<file path="config.mk">
export PLATFORM = sky130hd
export DESIGN_NAME = hpq_cell
export DESIGN_NICKNAME = d
export VERILOG_FILES = /design/src/hpq_pkg.sv /design/src/hpq_cell.sv
export SDC_FILE = /design/constraint.sdc
export NUM_CORES = 1
export LEC_CHECK = 0
export ABC_AREA = 1
export BUFFER_PORTS_ARGS = -buffer_cell sky130_fd_sc_hd__buf_2
export CORE_MARGIN = 1.5
export CORE_UTILIZATION = 51
export CTS_BUF_LIST = sky130_fd_sc_hd__clkbuf_8
export DETAILED_ROUTE_END_ITERATION = 10
export GPL_TIMING_DRIVEN = 0
export HOLD_SLACK_MARGIN = 0.02
export PLACE_DENSITY = 0.93
export SYNTH_ARGS = -nofsm -noshare
export SYNTH_HDL_FRONTEND = slang
export SYNTH_SLANG_ARGS = --single-unit
</file>
<file path="constraint.sdc">
create_clock -name clk -period 4.8 [get_ports clk]
set_clock_uncertainty 0.1 [all_clocks]
set_input_delay 0 -clock clk [delete_from_list [all_inputs] [get_ports clk]]
set_output_delay 0 -clock clk [all_outputs]
set_load 0.02 [all_outputs]
</file>
<file path="src/hpq_pkg.sv">
package hpq_pkg;

  localparam int KEY_W   = 32;
  localparam int COUNT_W = 7;

  typedef enum logic [0:0] {
    OP_INSERT = 1'b0,
    OP_DELETE = 1'b1
  } op_t;

  typedef enum logic [1:0] {
    ST_DONE  = 2'd0,
    ST_EMPTY = 2'd1,
    ST_FULL  = 2'd2
  } status_t;

  typedef struct packed {
    op_t                      operation;
    logic signed [KEY_W-1:0]  value;
  } in_t;

  typedef struct packed {
    logic signed [KEY_W-1:0]  removed_value;
    logic signed [KEY_W-1:0]  top_value;
    logic [COUNT_W-1:0]       entry_count;
    status_t                  status;
  } out_t;

  // Command broadcast to every cell of the chain.
  typedef struct packed {
    logic                     ins;
    logic                     del;
    logic signed [KEY_W-1:0]  key;
  } cell_cmd_t;

endpackage

</file>
<file path="src/hpq_cell.sv">
module hpq_cell
  import hpq_pkg::*;
(
  input  logic                     clk,
  input  logic                     rst_n,
  input  cell_cmd_t                cmd,
  input  logic signed [KEY_W-1:0]  left_val,
  input  logic                     left_vld,
  input  logic                     left_ge,
  input  logic signed [KEY_W-1:0]  right_val,
  input  logic                     right_vld,
  output logic signed [KEY_W-1:0]  val,
  output logic                     vld,
  output logic                     ge
);

  logic signed [KEY_W-1:0] val_r, val_nxt;
  logic                    vld_r, vld_nxt;

  // This cell holds a key at least as large as the one being inserted.
  assign ge = vld_r && (val_r >= cmd.key);

  always_comb begin
    val_nxt = val_r;
    vld_nxt = vld_r;
    if (cmd.ins) begin
      if (!ge) begin
        // The key lands here when the left neighbor keeps its own entry,
        // otherwise shift the left neighbor's entry in.
        val_nxt = left_ge ? cmd.key : left_val;
        vld_nxt = vld_r | left_vld;
      end
    end else if (cmd.del) begin
      val_nxt = right_val;
      vld_nxt = right_vld;
    end
  end

  always_ff @(posedge clk) begin
    val_r <= val_nxt;
    if (!rst_n) begin
      vld_r <= 1'b0;
    end else begin
      vld_r <= vld_nxt;
    end
  end

  assign val = val_r;
  assign vld = vld_r;

endmodule

</file>
==> flow_summary.ini <==
[outcome]
outcome = finished clean

[logic_synthesis]
synth.most_common_cell = nand2_1
yosys-top-cells-count = nand2_1, o21ai_0, inv_1, nor2_1
synth_cells = 331
synth_edf_count = 32
postSynthAreaPerCell_um2 = 7.79
async_flop_share = 0
yosysWarnings = 0
synth_area_um2 = 2580
ys.flop_type = edfxtp_1
yosysTopAreaCellShare = 0.373
synth_area_leaders = edfxtp_1, ha_1, o21ai_0, nand2_1, inv_1
synth_seq_area_share = 0.380
ys_ff_latch = 33
synth_top_area_cell = edfxtp_1
postSynthNetCount = 466
yosysUniqueCellTypes = 28

[routing]
vias_per_cell = 5.43
remaining_drc_errors = 0
ant_nets = 0
first_pass_iters = 5
wl_um = 9330
via_count = 3260
drt_iter0_drc = 265
wl_per_cell_um = 15.6

[sta]
min_period_ns = 2.85
max_slew_margin = 0.457
worstMarginPinSlew_ns = 0.815
final_hold_viol_count = 0
maxClockFrequency_mhz = 350
setup_viol = 0
timing.final.ws_setup_ns = 1.95
rsz0062_at_grt = false
finalCritPeriodShare = 0.594
final_max_slew_viol_count = 0
holdWs_ns = 0.0346
finalSetupTns_ns = 0

[cts]
tritoncts = yes
numCtsBuffers = 5
cts_num_sinks = 33
path_clk_slew_ns = 0.07
cts_resized = 0
ctsHoldBuffers = 59
clockBufferDepth = 2
post-cts-setup-buffers = 0
htreeDepth = 2
cts_root_buf = clkbuf_8
clk_latency_ns = 0.28

[pwr]
p_leak_nw = 2.06
netSwitchingPower_mw = 0.330
seqPwrFrac = 0.400
pwr-share-clk = 0.220
p_sw_frac = 0.349
p_comb_frac = 0.380
p_int_mw = 0.616
p_per_area_nw_per_um2 = 236
peakVddDrop_mv = 0.203

[global_routing]
grt_max_degree = 33
use_met2 = 0.623
antenna_found_initial = 0
grt.total_usage = 0.342
met1_usage = 0.351
top_usage_layer = met2
grt_first_pass_wirelength_um = 14300
use_met3 = 0.0759
gr-total-overflow = 0
grt_pass1_vias = 3305

[worst_setup_path]
startpoint_type = flop
cp_max_fo = 32
crit_type = reg -> reg
worstPathRequired_ns = 4.61
worstSetupEndpointType = flop
critPathArrivalTime_ns = 2.67

[place]
io_buffers = 135
dp_hpwl_um = 5620
place.gp.congestion = 0.826
pre_cts_slack_ns = 1.97
dpl.cell_count = 533

[final_layout]
syn_to_final_growth_pct = 55.6
antennaDiodeCount = 0
drive_gt1_frac = 0.289
post-route-util = 0.838
nNetsFinal = 667
fin_cells = 600

[floorplanning]
core-area_um2 = 4790
chipWidth_um = 74.1
initial_core_util = 0.539
dieArea_um2 = 5490
die_h_um = 74.1
rows = 25
ioPinCount = 137

[hold_path]
min_path_type = in -> reg

[job]
cap_violations = 0
layer usage:
metal / wire length [um] / up-vias
met5: 0 / -
met4: 539 / 0
met3: 717 / 64
met2: 4860 / 215
met1: 3220 / 1477
li1: - / 1504
final timing paths:
kind	start	to	slack, ns	depth (start not counted)
setup / recovery	val[31]$_DFFE_PP_	val[17]$_DFFE_PP_	1.95	10
hold / removal	cmd[30]	val[30]$_DFFE_PP_	0.03	3
setup reg to reg	val[31]$_DFFE_PP_	val[17]$_DFFE_PP_	1.95	10
hold reg to reg	vld$_SDFFE_PN0P_	vld$_SDFFE_PN0P_	1.10	5
cells in the final DEF, fill, tap and decap left out, types with 3 or more instances in the layout:
cell / n
buf_2: 135
clkinv_1: 3
edfxtp_1: 32
o21ai_0: 61
nand3_2: 3
inv_1: 44
nand2_1: 69
clkbuf_1: 11
ha_1: 32
clkbuf_8: 5
nor2_1: 38
dlygate4sd3_1: 59
o21ai_1: 6
a21oi_1: 13
power groups by stage:
stage               registers (mW)  clock network [mW]  logic, mW
global placement             0.382                   0      0.285
finish                       0.378               0.208      0.360
CTS                          0.378               0.204      0.345
detailed placement           0.384                   0      0.296
floorplan                    0.424                   0      0.140
global route                 0.382               0.213      0.394
state kept, by name, summed over array words and instances (netlist names):
register and flops:
val 32, vld 1
stage by stage:
stage | total power [mW] | cell area, um2
after floorplan | 0.564 | 2580
after global placement | 0.667 | 3340
after detailed placement | 0.680 | 3340
after CTS | 0.926 | 4010
after global routing | 0.989 | 4010
final | 0.947 | 4010
cell families after synthesis:
kind of cell	after synthesis	share of synthesized area
AOI/OAI and AO/OA	87	0.176
adders and majority gates	32	0.155
buffers and inverters	59	0.0888
DFF	33	0.380
and+or+nand+nor	120	0.199
area by class of cell:
type	count	area (um2)
plain buffers	13	56.3
inverters	46	173
repair buffers	194	1270
flip-flops and latches	33	981
clock inverters	3	12.5
multi-input cells	239	1370
clock buffers	5	68.8
well taps	67	83.8
fillers	278	774
critical path, stage by stage (launching register included):
cell      delay, ns
edfxtp_1       0.41
ha_1           0.36
nand2_1        0.09
nor2_2         0.14
nand2_2        0.08
nor3b_2        0.22
nand2_1        0.09
nand3_1        0.09
nand3_2        0.12
nand3_2        0.09
and2_2         0.68
Note: power is estimated with default switching activity, not from simulation.
